$ cat config.mk
export PLATFORM = sky130hd
export DESIGN_NAME = axi_lite_write_slave_flat
export DESIGN_NICKNAME = d
export VERILOG_FILES = /design/src/rtl/alws_pkg.sv /design/src/rtl/alws_step_if.sv /design/src/rtl/alws_result_if.sv /design/src/rtl/alws_ctrl.sv /design/src/rtl/alws_out_stage.sv /design/src/rtl/axi_lite_write_slave.sv /design/src/flat_wrapper.sv
export SDC_FILE = /design/constraint.sdc
export NUM_CORES = 1
export LEC_CHECK = 0
export BUFFER_PORTS_ARGS = -buffer_cell sky130_fd_sc_hd__buf_4
export CORE_MARGIN = 1
export CORE_UTILIZATION = 45
export CTS_BUF_LIST = sky130_fd_sc_hd__clkbuf_16
export DETAILED_ROUTE_END_ITERATION = 8
export HOLD_SLACK_MARGIN = 0.15
export PLACE_DENSITY = 0.79
export SETUP_SLACK_MARGIN = 0.4
export SLEW_MARGIN = 20
export SYNTH_ARGS = -nofsm -noshare
export SYNTH_HDL_FRONTEND = slang
export SYNTH_HIERARCHICAL = 1
export SYNTH_SLANG_ARGS = --single-unit
$ cat constraint.sdc
create_clock -name clk -period 5.01 [get_ports clk]
set_input_delay 0 -clock clk [delete_from_list [all_inputs] [get_ports clk]]
set_output_delay 0 -clock clk [all_outputs]
set_load 0.005 [all_outputs]
$ cat src/rtl/alws_pkg.sv
// ============================================================================
// alws_pkg
// Shared types, constants and lane decode for the write slave.
// ============================================================================
`default_nettype none

package alws_pkg;

    localparam int ADDR_WIDTH = 32;

    // Latched address keeps only the low ADDR_WIDTH bits (all 32 when wider)
    localparam logic [31:0] ADDR_MASK = (ADDR_WIDTH >= 32) ? 32'hFFFF_FFFF
                                      : 32'((64'd1 << ADDR_WIDTH) - 64'd1);

    localparam logic [3:0] LANES_B0   = 4'h1;
    localparam logic [3:0] LANES_B1   = 4'h2;
    localparam logic [3:0] LANES_B2   = 4'h4;
    localparam logic [3:0] LANES_B3   = 4'h8;
    localparam logic [3:0] LANES_LO   = 4'h3;
    localparam logic [3:0] LANES_HI   = 4'hC;
    localparam logic [3:0] LANES_WORD = 4'hF;

    typedef enum logic [2:0] {
        PH_IDLE    = 3'd0,
        PH_WAIT_AW = 3'd1,
        PH_ACK_AW  = 3'd2,
        PH_WAIT_W  = 3'd3,
        PH_ACK_W   = 3'd4,
        PH_WAIT_B  = 3'd5
    } phase_t;

    typedef enum logic [1:0] {
        ERR_NONE   = 2'd0,
        ERR_STROBE = 2'd1,
        ERR_ALIGN  = 2'd2
    } err_t;

    typedef struct packed {
        logic        aw_valid;
        logic [31:0] aw_address;
        logic        w_valid;
        logic [31:0] w_payload;
        logic [3:0]  w_lanes;
        logic        b_ready;
    } step_t;

    typedef struct packed {
        logic        aw_ready;
        logic        w_ready;
        logic        b_valid;
        logic        mem_write;
        logic [31:0] mem_address;
        logic [31:0] mem_payload;
        logic [3:0]  mem_lanes;
        logic [1:0]  write_error;
    } result_t;

    typedef struct packed {
        logic       bad;
        logic [1:0] offset;
    } lane_dec_t;

    function automatic lane_dec_t lane_decode(input logic [3:0] lanes);
        lane_dec_t d;
        d.bad    = 1'b0;
        d.offset = 2'd0;
        case (lanes)
            LANES_B0:   d.offset = 2'd0;
            LANES_B1:   d.offset = 2'd1;
            LANES_B2:   d.offset = 2'd2;
            LANES_B3:   d.offset = 2'd3;
            LANES_LO:   d.offset = 2'd0;
            LANES_HI:   d.offset = 2'd2;
            LANES_WORD: d.offset = 2'd0;
            default:    d.bad    = 1'b1;
        endcase
        return d;
    endfunction

endpackage

`default_nettype wire

$ cat src/rtl/alws_step_if.sv
// ============================================================================
// alws_step_if
// Channel carrying one sampled bus word per clock into the slave while ready is high.
// ============================================================================
`default_nettype none

interface alws_step_if;
    logic                 valid;
    logic                 ready;
    alws_pkg::step_t      data;

    modport source (output valid, output data, input ready);
    modport sink   (input valid, input data, output ready);
endinterface

`default_nettype wire

$ cat src/rtl/alws_result_if.sv
// ============================================================================
// alws_result_if
// Channel carrying one result word per accepted step.
// ============================================================================
`default_nettype none

interface alws_result_if;
    logic                 valid;
    logic                 ready;
    alws_pkg::result_t    data;

    modport source (output valid, output data, input ready);
    modport sink   (input valid, input data, output ready);
endinterface

`default_nettype wire

$ cat src/rtl/alws_ctrl.sv
// ============================================================================
// alws_ctrl
// Six-phase write handshake machine, address/data latches and write decode.
// ============================================================================
`default_nettype none

module alws_ctrl (
    input  wire logic              clk,
    input  wire logic              rst_n,
    input  wire logic              accept,
    input  wire alws_pkg::step_t   item,
    output alws_pkg::result_t      res
);

    alws_pkg::phase_t  phase_reg,   phase_next;
    logic [31:0]       address_reg, address_next;
    logic [31:0]       payload_reg, payload_next;
    logic [3:0]        lanes_reg,   lanes_next;

    alws_pkg::lane_dec_t dec;
    alws_pkg::err_t      err;

    always_ff @(posedge clk or negedge rst_n)
    begin
        if (!rst_n)
        begin
            phase_reg   <= alws_pkg::PH_IDLE;
            address_reg <= '0;
            payload_reg <= '0;
            lanes_reg   <= '0;
        end
        else if (accept)
        begin
            phase_reg   <= phase_next;
            address_reg <= address_next;
            payload_reg <= payload_next;
            lanes_reg   <= lanes_next;
        end
    end

    // next state
    always_comb
    begin
        phase_next   = phase_reg;
        address_next = address_reg;
        payload_next = payload_reg;
        lanes_next   = lanes_reg;
        case (phase_reg)
            alws_pkg::PH_WAIT_AW:
            begin
                if (item.aw_valid)
                begin
                    address_next = item.aw_address & alws_pkg::ADDR_MASK;
                    phase_next   = alws_pkg::PH_ACK_AW;
                end
            end
            alws_pkg::PH_ACK_AW:
            begin
                if (!item.aw_valid)
                    phase_next = alws_pkg::PH_WAIT_W;
            end
            alws_pkg::PH_WAIT_W:
            begin
                if (item.w_valid)
                begin
                    payload_next = item.w_payload;
                    lanes_next   = item.w_lanes;
                    phase_next   = alws_pkg::PH_ACK_W;
                end
            end
            alws_pkg::PH_ACK_W:
            begin
                if (!item.w_valid)
                    phase_next = alws_pkg::PH_WAIT_B;
            end
            alws_pkg::PH_WAIT_B:
            begin
                if (item.b_ready)
                    phase_next = alws_pkg::PH_IDLE;
            end
            default:
                phase_next = alws_pkg::PH_WAIT_AW;
        endcase
    end

    // strobe decode; a bad strobe outranks misalignment
    always_comb
    begin
        dec = alws_pkg::lane_decode(lanes_reg);
        if (dec.bad)
            err = alws_pkg::ERR_STROBE;
        else if (address_reg[1:0] != 2'b00)
            err = alws_pkg::ERR_ALIGN;
        else
            err = alws_pkg::ERR_NONE;
    end

    // outputs: handshake levels follow the phase after this word
    always_comb
    begin
        res          = '0;
        res.aw_ready = (phase_next == alws_pkg::PH_ACK_AW);
        res.w_ready  = (phase_next == alws_pkg::PH_ACK_W);
        res.b_valid  = (phase_next == alws_pkg::PH_WAIT_B);
        if (phase_reg == alws_pkg::PH_ACK_W && !item.w_valid)
        begin
            res.mem_address = address_reg;
            res.mem_payload = payload_reg >> {dec.offset, 3'b000};
            res.mem_lanes   = lanes_reg;
            res.write_error = err;
            res.mem_write   = (err == alws_pkg::ERR_NONE);
        end
    end

endmodule

`default_nettype wire

$ cat src/rtl/alws_out_stage.sv
// ============================================================================
// alws_out_stage
// Result register; takes a new word whenever it is empty or being drained.
// ============================================================================
`default_nettype none

module alws_out_stage (
    input  wire logic              clk,
    input  wire logic              rst_n,
    input  wire logic              load_valid,
    input  wire alws_pkg::result_t load_data,
    output logic                   load_ready,
    alws_result_if.source          result
);

    logic              valid_reg,  valid_next;
    alws_pkg::result_t data_reg,   data_next;

    assign load_ready = !valid_reg || result.ready;

    always_comb
    begin
        valid_next = valid_reg;
        data_next  = data_reg;
        if (load_ready)
        begin
            valid_next = load_valid;
            data_next  = load_data;
        end
    end

    always_ff @(posedge clk or negedge rst_n)
    begin
        if (!rst_n)
            valid_reg <= 1'b0;
        else
            valid_reg <= valid_next;
    end

    always_ff @(posedge clk)
    begin
        data_reg <= data_next;
    end

    assign result.valid = valid_reg;
    assign result.data  = data_reg;

endmodule

`default_nettype wire

$ cat src/rtl/axi_lite_write_slave.sv
// ============================================================================
// axi_lite_write_slave
// Clock-sampled AXI4-Lite write slave issuing one memory write per error-free transfer.
// ============================================================================
//
//  channel  dir  modport  contents
//  -------  ---  -------  ---------------------------------------------------
//  step     in   sink     aw/w/b bus levels sampled for one clock
//  result   out  source   aw_ready, w_ready, b_valid, memory write, error
//
//  One word per cycle unless stalled: phase machine and write decode sit
//  between the phase and latch registers and the result register.
//  Reset puts the machine in idle and empties the result register.
//  The step channel stalls only while a held result is not being taken.
//
`default_nettype none

module axi_lite_write_slave (
    input  wire logic      clk,
    input  wire logic      rst_n,
    alws_step_if.sink      step,
    alws_result_if.source  result
);

    alws_pkg::result_t res;
    logic              load_ready;
    logic              accept;

    assign step.ready = load_ready;
    assign accept     = step.valid && load_ready;

    alws_ctrl u_ctrl (
        .clk    (clk),
        .rst_n  (rst_n),
        .accept (accept),
        .item   (step.data),
        .res    (res)
    );

    alws_out_stage u_out (
        .clk        (clk),
        .rst_n      (rst_n),
        .load_valid (step.valid),
        .load_data  (res),
        .load_ready (load_ready),
        .result     (result)
    );

endmodule

`default_nettype wire
$ cat src/flat_wrapper.sv
// flat-port wrapper written by rule: the top's interface ports become plain ports
module axi_lite_write_slave_flat 
  (clk, rst_n, step_valid, step_data, step_ready, result_valid, result_data, result_ready);
  alws_step_if step_i ();
  alws_result_if result_i ();
  input  wire logic clk;
  input  wire logic rst_n;
  input wire logic [$bits(step_i.valid)-1:0] step_valid;
  input wire logic [$bits(step_i.data)-1:0] step_data;
  output wire logic [$bits(step_i.ready)-1:0] step_ready;
  output wire logic [$bits(result_i.valid)-1:0] result_valid;
  output wire logic [$bits(result_i.data)-1:0] result_data;
  input wire logic [$bits(result_i.ready)-1:0] result_ready;
  assign step_i.valid = step_valid;
  assign step_i.data = step_data;
  assign step_ready = step_i.ready;
  assign result_valid = result_i.valid;
  assign result_data = result_i.data;
  assign result_i.ready = result_ready;
  axi_lite_write_slave u_core (.clk(clk), .rst_n(rst_n), .step(step_i), .result(result_i));
endmodule
# Word level (Yosys, flattened, before mapping)

Cells that the tools add are included.

Register bits: 146
Output and inout port bits: 76
Logic and storage cells: 49

Eq/ne operators: 15
Shift operators: 1
Mux-type cells: 9
Reductions and logical operators: 11

Operator list:

| cell                 | count |
|---|---|
| $shr A32 B5 Y32      | 1 |
| $mux W3              | 5 |
| $pmux W3 S5          | 1 |
| $eq A3 B3 Y1 const B | 4 |
| $eq A4 B4 Y1 const B | 3 |
| $eq A3 B2 Y1 const B | 3 |
| $eq A4 B2 Y1 const B | 2 |
| $reduce_or A7 Y1     | 1 |
| $pmux W2 S3          | 1 |
| $reduce_and A3 Y1    | 2 |
| $eq A4 B1 Y1 const B | 1 |
| $eq A4 B3 Y1 const B | 1 |
| $mux W2              | 2 |
| $eq A3 B1 Y1 const B | 1 |
| $logic_and A1 B1 Y1  | 2 |
| $logic_not A1 Y1     | 2 |
| $logic_not A2 Y1     | 1 |
| $reduce_bool A2 Y1   | 1 |
| $reduce_or A2 Y1     | 1 |
| $logic_or A1 B1 Y1   | 1 |

# Depth between registers and ports, before layout

Gate-level depths: netlist (run 1).

Depth after elaboration: 4
Depth in mapped cells: 7
Depth with buffers taken out: 5

# Hierarchy

The synthesis (run 1) kept the hierarchy.

Modules (own cells, without submodules):

| module               | times used | cells each | area an instance (µm²) | sequential area each (µm²) |
|---|---|---|---|---|
| alws_ctrl            | 1          | 372        | 4332.9                 | 1776.7 |
| alws_out_stage       | 1          | 77         | 2269.7                 | 2247.2 |
| axi_lite_write_slave | 1          | 1          | 6.3                    | 0.0 |

# Least setup slack after synthesis (run 1)

OpenSTA, ideal clock, no wires.

Kind: reg-to-reg
Start: reg u_core.u_out.valid_reg, in the netlist u_core/u_out/result.valid
End: reg u_core.u_ctrl.payload_reg[10]
Setup time: 0.125 ns
Arrival: 2.215 ns
Required time: 4.885 ns
Setup slack: 2.669 ns
Stages on the path, launching flop included: 8
Buffers on the path: 2
Cells stage by stage: dfrtp_1 -> nand2b_4 -> and2_1 -> and3b_1 -> and3_1 -> buf_6 -> buf_12 -> mux2_4

Longest elaborated chain between the ends: 4

Ends and longest elaborated chain:

| element                     | line                       | RTL |
|---|---|---|
| start, declared             | alws_out_stage.sv:16       | `logic valid_reg, valid_next;` |
| start signal, assigned      | alws_out_stage.sv:37       | `valid_reg <= valid_next;` |
| $logic_not A1 Y1            | alws_out_stage.sv:19       | `assign load_ready = !valid_reg \|\| result.ready;` |
| $logic_or A1 B1 Y1          | alws_out_stage.sv:19       |  |
| named net step_ready        | flat_wrapper.sv:10         | `output wire logic [$bits(step_i.ready)-1:0] step_ready;` |
| $logic_and A1 B1 Y1         | axi_lite_write_slave.sv:30 | `assign accept = step.valid && load_ready;` |
| named net u_core.accept     | axi_lite_write_slave.sv:27 | `logic accept;` |
| $reduce_and A3 Y1 (no line) | -                          |  |
| end signal, assigned        | alws_ctrl.sv:36            | `payload_reg <= payload_next;` |
| end, declared               | alws_ctrl.sv:17            | `logic [31:0] payload_reg, payload_next;` |

The timed path passes the listed nets, and every way through them passes these cells.
A chain may end at the register's enable or synchronous reset.

# Final worst setup path (run 1)

Start: reg u_core.u_ctrl.lanes_reg[3]
End: reg u_core.u_out.data_reg (netlist bit u_core/u_out/result.data[31]) (data pin)

Longest elaborated chain between the ends: 4

Ends and longest elaborated chain:

| element                                             | line                 | RTL |
|---|---|---|
| start, declared                                     | alws_ctrl.sv:18      | `logic [3:0] lanes_reg, lanes_next;` |
| start signal, assigned                              | alws_ctrl.sv:37      | `lanes_reg <= lanes_next;` |
| $eq A4 B4 Y1 / $eq A4 B3 Y1 (equally long branches) | alws_pkg.sv:67       | `case (lanes)` |
| $reduce_or A2 Y1 (no line)                          | -                    |  |
| $pmux W2 S3 *                                       | alws_pkg.sv:67       |  |
| $shr A32 B5 Y32 *                                   | alws_ctrl.sv:108     | `res.mem_payload = payload_reg >> {dec.offset, 3'b000};` |
| end signal, assigned                                | alws_out_stage.sv:42 | `data_reg <= data_next;` |
| end, declared                                       | alws_out_stage.sv:17 | `alws_pkg::result_t data_reg, data_next;` |

Mark *: on every way between the ends. The rest lies on a longest branch, timed or not.

==> metrics, run 1 <==
Worst-Margin Slew=1090 ps; HPWL after detailed placement=9890 µm; met1 wire length=6440 µm; CTS Buf Count=17; largest net degree at the start of global routing=77; met3 wire len=920 µm; Worst path slowest cell=xor2_2; die footprint=15,200 µm²; Netlist cell types=47; YS warnings=6; area grow syn2layout=36.1%; top-area cell type share of the netlist area=33.6%; final cell count without fillers=852; Worst Path Buf+Inv=0; first-pass GRT wire length=24,500 µm; Setup Skew=7.29 ps; clock-pin slew on the worst setup and hold paths=50 ps; number of flip-flops in the largest register=74; number of flops mapped to enable cells by yosys=74; Post-DRT Antenna Nets=0; IO Pins=151; Sinks on Clock Net=146; Synth area leaders=edfxtp_1 (34%), dfrtp_1 (27%), mux2_4 (13%); Power Density=497 nW/µm²; CP required=5180 ps; number of inserted diodes=0; setup tns final=0 ps; share of cells above drive strength 1=38.2%; DR iter-0 viols=422; CP cell instances=xor2_2 > nand2_1 > and3_1; H-tree Lvls=4; Resized Gates After CTS=0; Synth top cells by count=edfxtp_1 (74), dfrtp_1 (72), mux2_4 (58); site row count=43; drt wl/cell=18.7 µm; Setup-failing EPs final=0; maximum clock path buffer count=2; max-cap viol count=0; Final Max Tran Viols=0; dpl cells=745; critical path arrival=2560 ps; Total Routing Usage GR=22.1%; post-synthesis sequential area ratio=60.9%; leading area contributor after synthesis=edfxtp_1; Worst path max stage delay=880 ps; total gr overflow=0; crit path kind=flip-flop to flip-flop; final core occ=63.8%; GPL Wtd Cong=0.847; # nets final=734; Initial Util=46.9%; synthesized area=6610 µm²; CTS tree=yes; drt via density=5.43; die width=123 µm; most frequent cell after synthesis=edfxtp_1; root buf cell=clkbuf_16; Crit Path Max Fanout=25; 1st-pass router iterations=5; Hold Crit Class=input port to flip-flop; Leak=0.00388 µW; Mapped Nets=525; Setup Buffers After CTS=0; Tcrit/Tclk final=47.8%; Die Height=123 µm; Crit. End Element=flip-flop; Skew-Pair Late Insertion Delay=410 ps; Post-Synthesis Cells=450; status=finished clean; Top FF cell, synth=edfxtp_1; Seq cells post-synth=146; CP startpoint kind=flip-flop; Hold Violations, Final=0; Syn Area/Cell=14.7 µm²; CP delay by family, top=XOR/XNOR gates; async set-reset flop share out of synthesis=49.3%; RSZ-0062 raised after global routing=false; vias in the first global route=4,583; DRC=0; VDD IR max=0.270 mV; met2 wire length=8050 µm; FMAX=0.418 GHz; core box area=14,100 µm²; final WL=16,000 µm; Design Power=4470 µW; highest routed layer=met4; via count=4,623; initial antenna violation count=0; Relative slew margins=27.0%; IO buf count=150; min cycle time layout=2390 ps
[through the flow]
stage	hold slack, ps	setup WS [ps]	cell area (µm²)
2_1_floorplan	-296	2670	6610
3_3_place_gp	185	2630	7720
3_5_place_dp	204	2490	7720
4_1_cts	229	2450	8980
5_1_grt	261	2420	8990
6_report	247	2620	8990
[repair_timing]
action | in CTS | in global routing
endpoints found under the setup margin | 0 | 0
hold endpoints to repair | 152 | 0
hold buffers | 75 | 0
[final timing paths]
check                                                           from                                        end  slack, ps  cells after the start
setup / recovery              u_core/u_ctrl/lanes_reg[3]$_DFFE_PN0P_     u_core/u_out/result.data[31]$_DFFE_PP_       2620                      3
hold / removal                                          result_ready     u_core/u_ctrl/phase_reg[1]$_DFFE_PN0P_        250                      5
setup reg to reg              u_core/u_ctrl/lanes_reg[3]$_DFFE_PN0P_     u_core/u_out/result.data[31]$_DFFE_PP_       2620                      3
hold reg to reg            u_core/u_ctrl/address_reg[19]$_DFFE_PN0P_  u_core/u_ctrl/address_reg[19]$_DFFE_PN0P_        500                      1
max in group asynchronous                                      rst_n     u_core/u_ctrl/lanes_reg[2]$_DFFE_PN0P_       4130                      2
min in group asynchronous                                      rst_n   u_core/u_ctrl/payload_reg[6]$_DFFE_PN0P_        260                      2
[layer usage]
layer | track usage, % | up-vias
li1 | - | 2116
met1 | 28.0 | 2263
met2 | 36.1 | 202
met3 | 4.20 | 42
met4 | 11.1 | 0
met5 | 0 | -
[layout by cell type (no fill, tap or decap), types with 3 or more instances in the layout]
cell type / n
nand3b_1: 9
and2_1: 37
nand3_1: 10
a21o_1: 10
dlygate4sd3_1: 75
buf_4: 153
o2111ai_1: 16
clkbuf_16: 18
edfxtp_1: 74
dfrtp_1: 72
nor2_1: 3
o21ai_0: 9
nand2_1: 20
inv_1: 8
a31oi_1: 16
mux2_2: 10
and3_1: 10
or2_1: 3
mux2_4: 58
o221ai_1: 16
a21oi_1: 10
a311oi_1: 3
clkinv_2: 4
[where the power goes]
part	switching, µW	total (µW)	internal, µW
registers	365	1980	1620
clock network	449	1090	641
logic	670	1400	727
total	1480	4470	2980
[worst min-delay path: stages]
cell and delay [ps]:
buf_4 110, nand2b_4 130, and2_1 190, nand2_1 80, a21o_1 110
[area by class of cell]
| cell class | count | area (µm²) |
|---|---|---|
| Tap cell | 180 | 225 |
| Fill cell | 1048 | 5100 |
| Multi-Input combinational cell | 265 | 2330 |
| Clock inverter | 14 | 62.6 |
| Clock buffer | 18 | 450 |
| Timing Repair Buffer | 228 | 1900 |
| Inverter | 1 | 3.75 |
| Sequential cell | 146 | 4020 |
[logic make-up after synthesis]
group / Yosys count / synth area share [%]
AOI/OAI and AO/OA: 85 / 9.33
buffers and inverters: 39 / 4.20
DFF: 146 / 60.9
xor gates and xnor gates: 3 / 0.625
and+or+nand+nor: 107 / 9.77
muxes: 70 / 15.2
Note: power is estimated with default switching activity, not from simulation.
==> run 2: changes to the inputs <==
--- a/config.mk
+++ b/config.mk
@@ -5,13 +5,14 @@
 export SDC_FILE = /design/constraint.sdc
 export NUM_CORES = 1
 export LEC_CHECK = 0
+export ABC_AREA = 1
 export BUFFER_PORTS_ARGS = -buffer_cell sky130_fd_sc_hd__buf_4
 export CORE_MARGIN = 1
 export CORE_UTILIZATION = 45
 export CTS_BUF_LIST = sky130_fd_sc_hd__clkbuf_16
 export DETAILED_ROUTE_END_ITERATION = 8
 export HOLD_SLACK_MARGIN = 0.15
-export PLACE_DENSITY = 0.79
+export PLACE_DENSITY = 0.83
 export SETUP_SLACK_MARGIN = 0.4
 export SLEW_MARGIN = 20
 export SYNTH_ARGS = -nofsm -noshare
==> constraint.sdc (replaced) <==
create_clock -name clk -period 1.96 [get_ports clk]
set_input_delay 0 -clock clk [delete_from_list [all_inputs] [get_ports clk]]
set_output_delay 0 -clock clk [all_outputs]
set_load 0.005 [all_outputs]
==> metrics, run 2 <==
status=finished clean; Netlist cell types=24; max-cap viol count=0; Relative slew margins=63.7%; root buf cell=clkbuf_16; Final Max Tran Viols=0; Seq cells post-synth=146; maximum clock path buffer count=2; met1 GRT Util=27.1%; DR iter-0 viols=551; crit path kind=flip-flop to flip-flop; CP required=2260 ps; Worst-Margin Slew=545 ps; FMAX=0.655 GHz; most common cell after layout, fill and taps aside=buf_4; drt wl/cell=16.1 µm; async set-reset flop share out of synthesis=49.3%; drt via density=5.07; core box area=13,300 µm²; Storage cell area=4030 µm²; Hold Crit Class=input port to flip-flop; Sinks on Clock Net=146; DRC=0; min cycle time layout=1530 ps; worst reg2reg path startpoint=u_core/u_out/result.valid$_DFFE_PN0P_; RSZ-0062 raised after global routing=true; via count=5,374; H-tree Lvls=4; post-synthesis sequential area ratio=65.6%; top-area cell type share of the netlist area=36.2%; Initial Util=46.2%; initial antenna violation count=0; first-pass GRT wire length=25,700 µm; critical path arrival=1830 ps; YS warnings=6; gr busiest metal=met2; vias in the first global route=5,302; Top FF cell, synth=edfxtp_1; area grow syn2layout=48.4%; Crit. End Element=flip-flop; total gr overflow=0; dpl cells=940; setup tns final=0 ps; CTS tree=yes; IO Pins=151; met2 Use GR=43.1%; synthesized area=6140 µm²; CP startpoint kind=flip-flop; Mapped Nets=701; leading area contributor after synthesis=edfxtp_1; GR met3 Demand/Resource=6.13%; final cell count without fillers=1,060; Total Routing Usage GR=24.4%; VDD IR max=0.703 mV; number of flops mapped to enable cells by yosys=74; most frequent cell after synthesis=nor2_1; Hold Violations, Final=0; 1st-pass router iterations=7; final hold slack=376 ps; final WL=17,100 µm; Psw=3640 µW; Post-DRT Antenna Nets=0; Die Height=119 µm; placed inst area=7490 µm²; share of cells above drive strength 1=26.2%; Crit Path Max Fanout=36; Synth area leaders=edfxtp_1 (36%), dfrtp_1 (29%), nor2_1 (9.5%); Syn Area/Cell=9.81 µm²; number of inserted diodes=0; # nets final=946; die width=119 µm; Sw Ratio=32.4%; Leak=0.00456 µW; Design Power=11,200 µW; Multi-input gate area=1710 µm²; Synth top cells by count=nor2_1 (155), nand2_1 (96), inv_1 (76); Skew-Pair Late Insertion Delay=420 ps; fill count=971; Setup Skew=4.54 ps; Clock power frac=30.0%; CP startpoint=u_core/u_out/result.valid$_DFFE_PN0P_; die footprint=14,100 µm²; Logic pwr share=28.6%; Int Power=7600 µW; Seq pwr share=41.4%; Tcrit/Tclk final=77.8%; CTS Buf Count=17; largest net degree at the start of global routing=73; clock-pin slew on the worst setup and hold paths=60 ps; most frequent cells in the layout=buf_4 (163), nor2_1 (152), nand2_1 (94); HPWL after detailed placement=10,200 µm; Power Density=1230 nW/µm²; Setup-failing EPs final=0; post-route design area=9110 µm²; IO buf count=150; GPL Wtd Cong=0.865; Post-Synthesis Cells=626; worst hold start=step_data[23]; number of flip-flops in the largest register=74; site row count=42
run 2: cell types whose count changed after synthesis, sizes merged, moves of 16 or more:
cell     change
mux2        -68
a31oi       -16
nand4       +18
a21oi       +60
nor2       +158
o2111ai     -16
and2        -37
inv         +80
nand2       +80
o221ai      -16
run 2: critical path, stage by stage (launching register included):
cell and delay, ps:
dfrtp_2 470, nand2_8 110, nand2_2 50, inv_2 110
nand4_4 180, buf_16 220, nor2_1 190, a21oi_1 70
run 2: logic make-up (layout without fill, tap and decap cells):
logic type      count (synthesis)  in the layout  share of synthesized area [%]
buf+inv                       106            363                           7.62
compound gates                 73             73                           5.99
simple gates                  301            302                           20.8
flops                         146            146                           65.6
run 2: final cells by class:
| cell class | count | share of cell area, % |
|---|---|---|
| clock buffer | 17 | 4.67 |
| clock inverter | 15 | 2.09 |
| inverter | 81 | 3.45 |
| tap | 176 | 2.42 |
| sequential | 146 | 44.2 |
| timing repair buffer | 250 | 24.4 |
| multi-input combinational | 375 | 18.8 |
run 2: worst paths after layout:
check / to / slack [ps] / cells after the start
worst max-delay path: u_core/u_ctrl/payload_reg[12]$_DFFE_PN0P_ / 430 / 7
worst min-delay path: u_core/u_ctrl/payload_reg[18]$_DFFE_PN0P_ / 380 / 4
worst max register to register: u_core/u_ctrl/payload_reg[12]$_DFFE_PN0P_ / 430 / 7
worst min register to register: u_core/u_ctrl/address_reg[10]$_DFFE_PN0P_ / 510 / 2
max in group asynchronous: u_core/u_ctrl/address_reg[11]$_DFFE_PN0P_ / 720 / 4
min in group asynchronous: u_core/u_ctrl/payload_reg[2]$_DFFE_PN0P_ / 630 / 3
run 2: timing repair:
action,4_1_cts,5_1_grt
setup endpoints to repair,48,73
pin swaps,1,4
endpoints found under the hold margin,164,0
gates resized for setup,2,12
hold buffers,76,0
setup buffers,2,5
cloned,0,5
run 2: power by group through the flow:
| stage | sequential [µW] | combinational [µW] | clock, µW |
|---|---|---|---|
| floorplan | 4600 | 1810 | 0 |
| global placement | 4630 | 2720 | 0 |
| detailed placement | 4680 | 2820 | 0 |
| CTS | 4630 | 3020 | 3410 |
| global route | 4750 | 3540 | 3550 |
| finish | 4660 | 3220 | 3370 |
run 2: stage by stage:
stage	utilization [%]	worst slack [ps]
after floorplan	-	404
after global placement	56.3	313
after detailed placement	56.3	310
after CTS	67.1	401
after global routing	68.5	384
final	68.5	434
run 2: metal layers:
layer / part of all wire (%) / vias to the layer above
li1: - / 2498
met1: 38 / 2549
met2: 52 / 276
met3: 7.3 / 51
met4: 3.5 / 0
met5: 0 / -
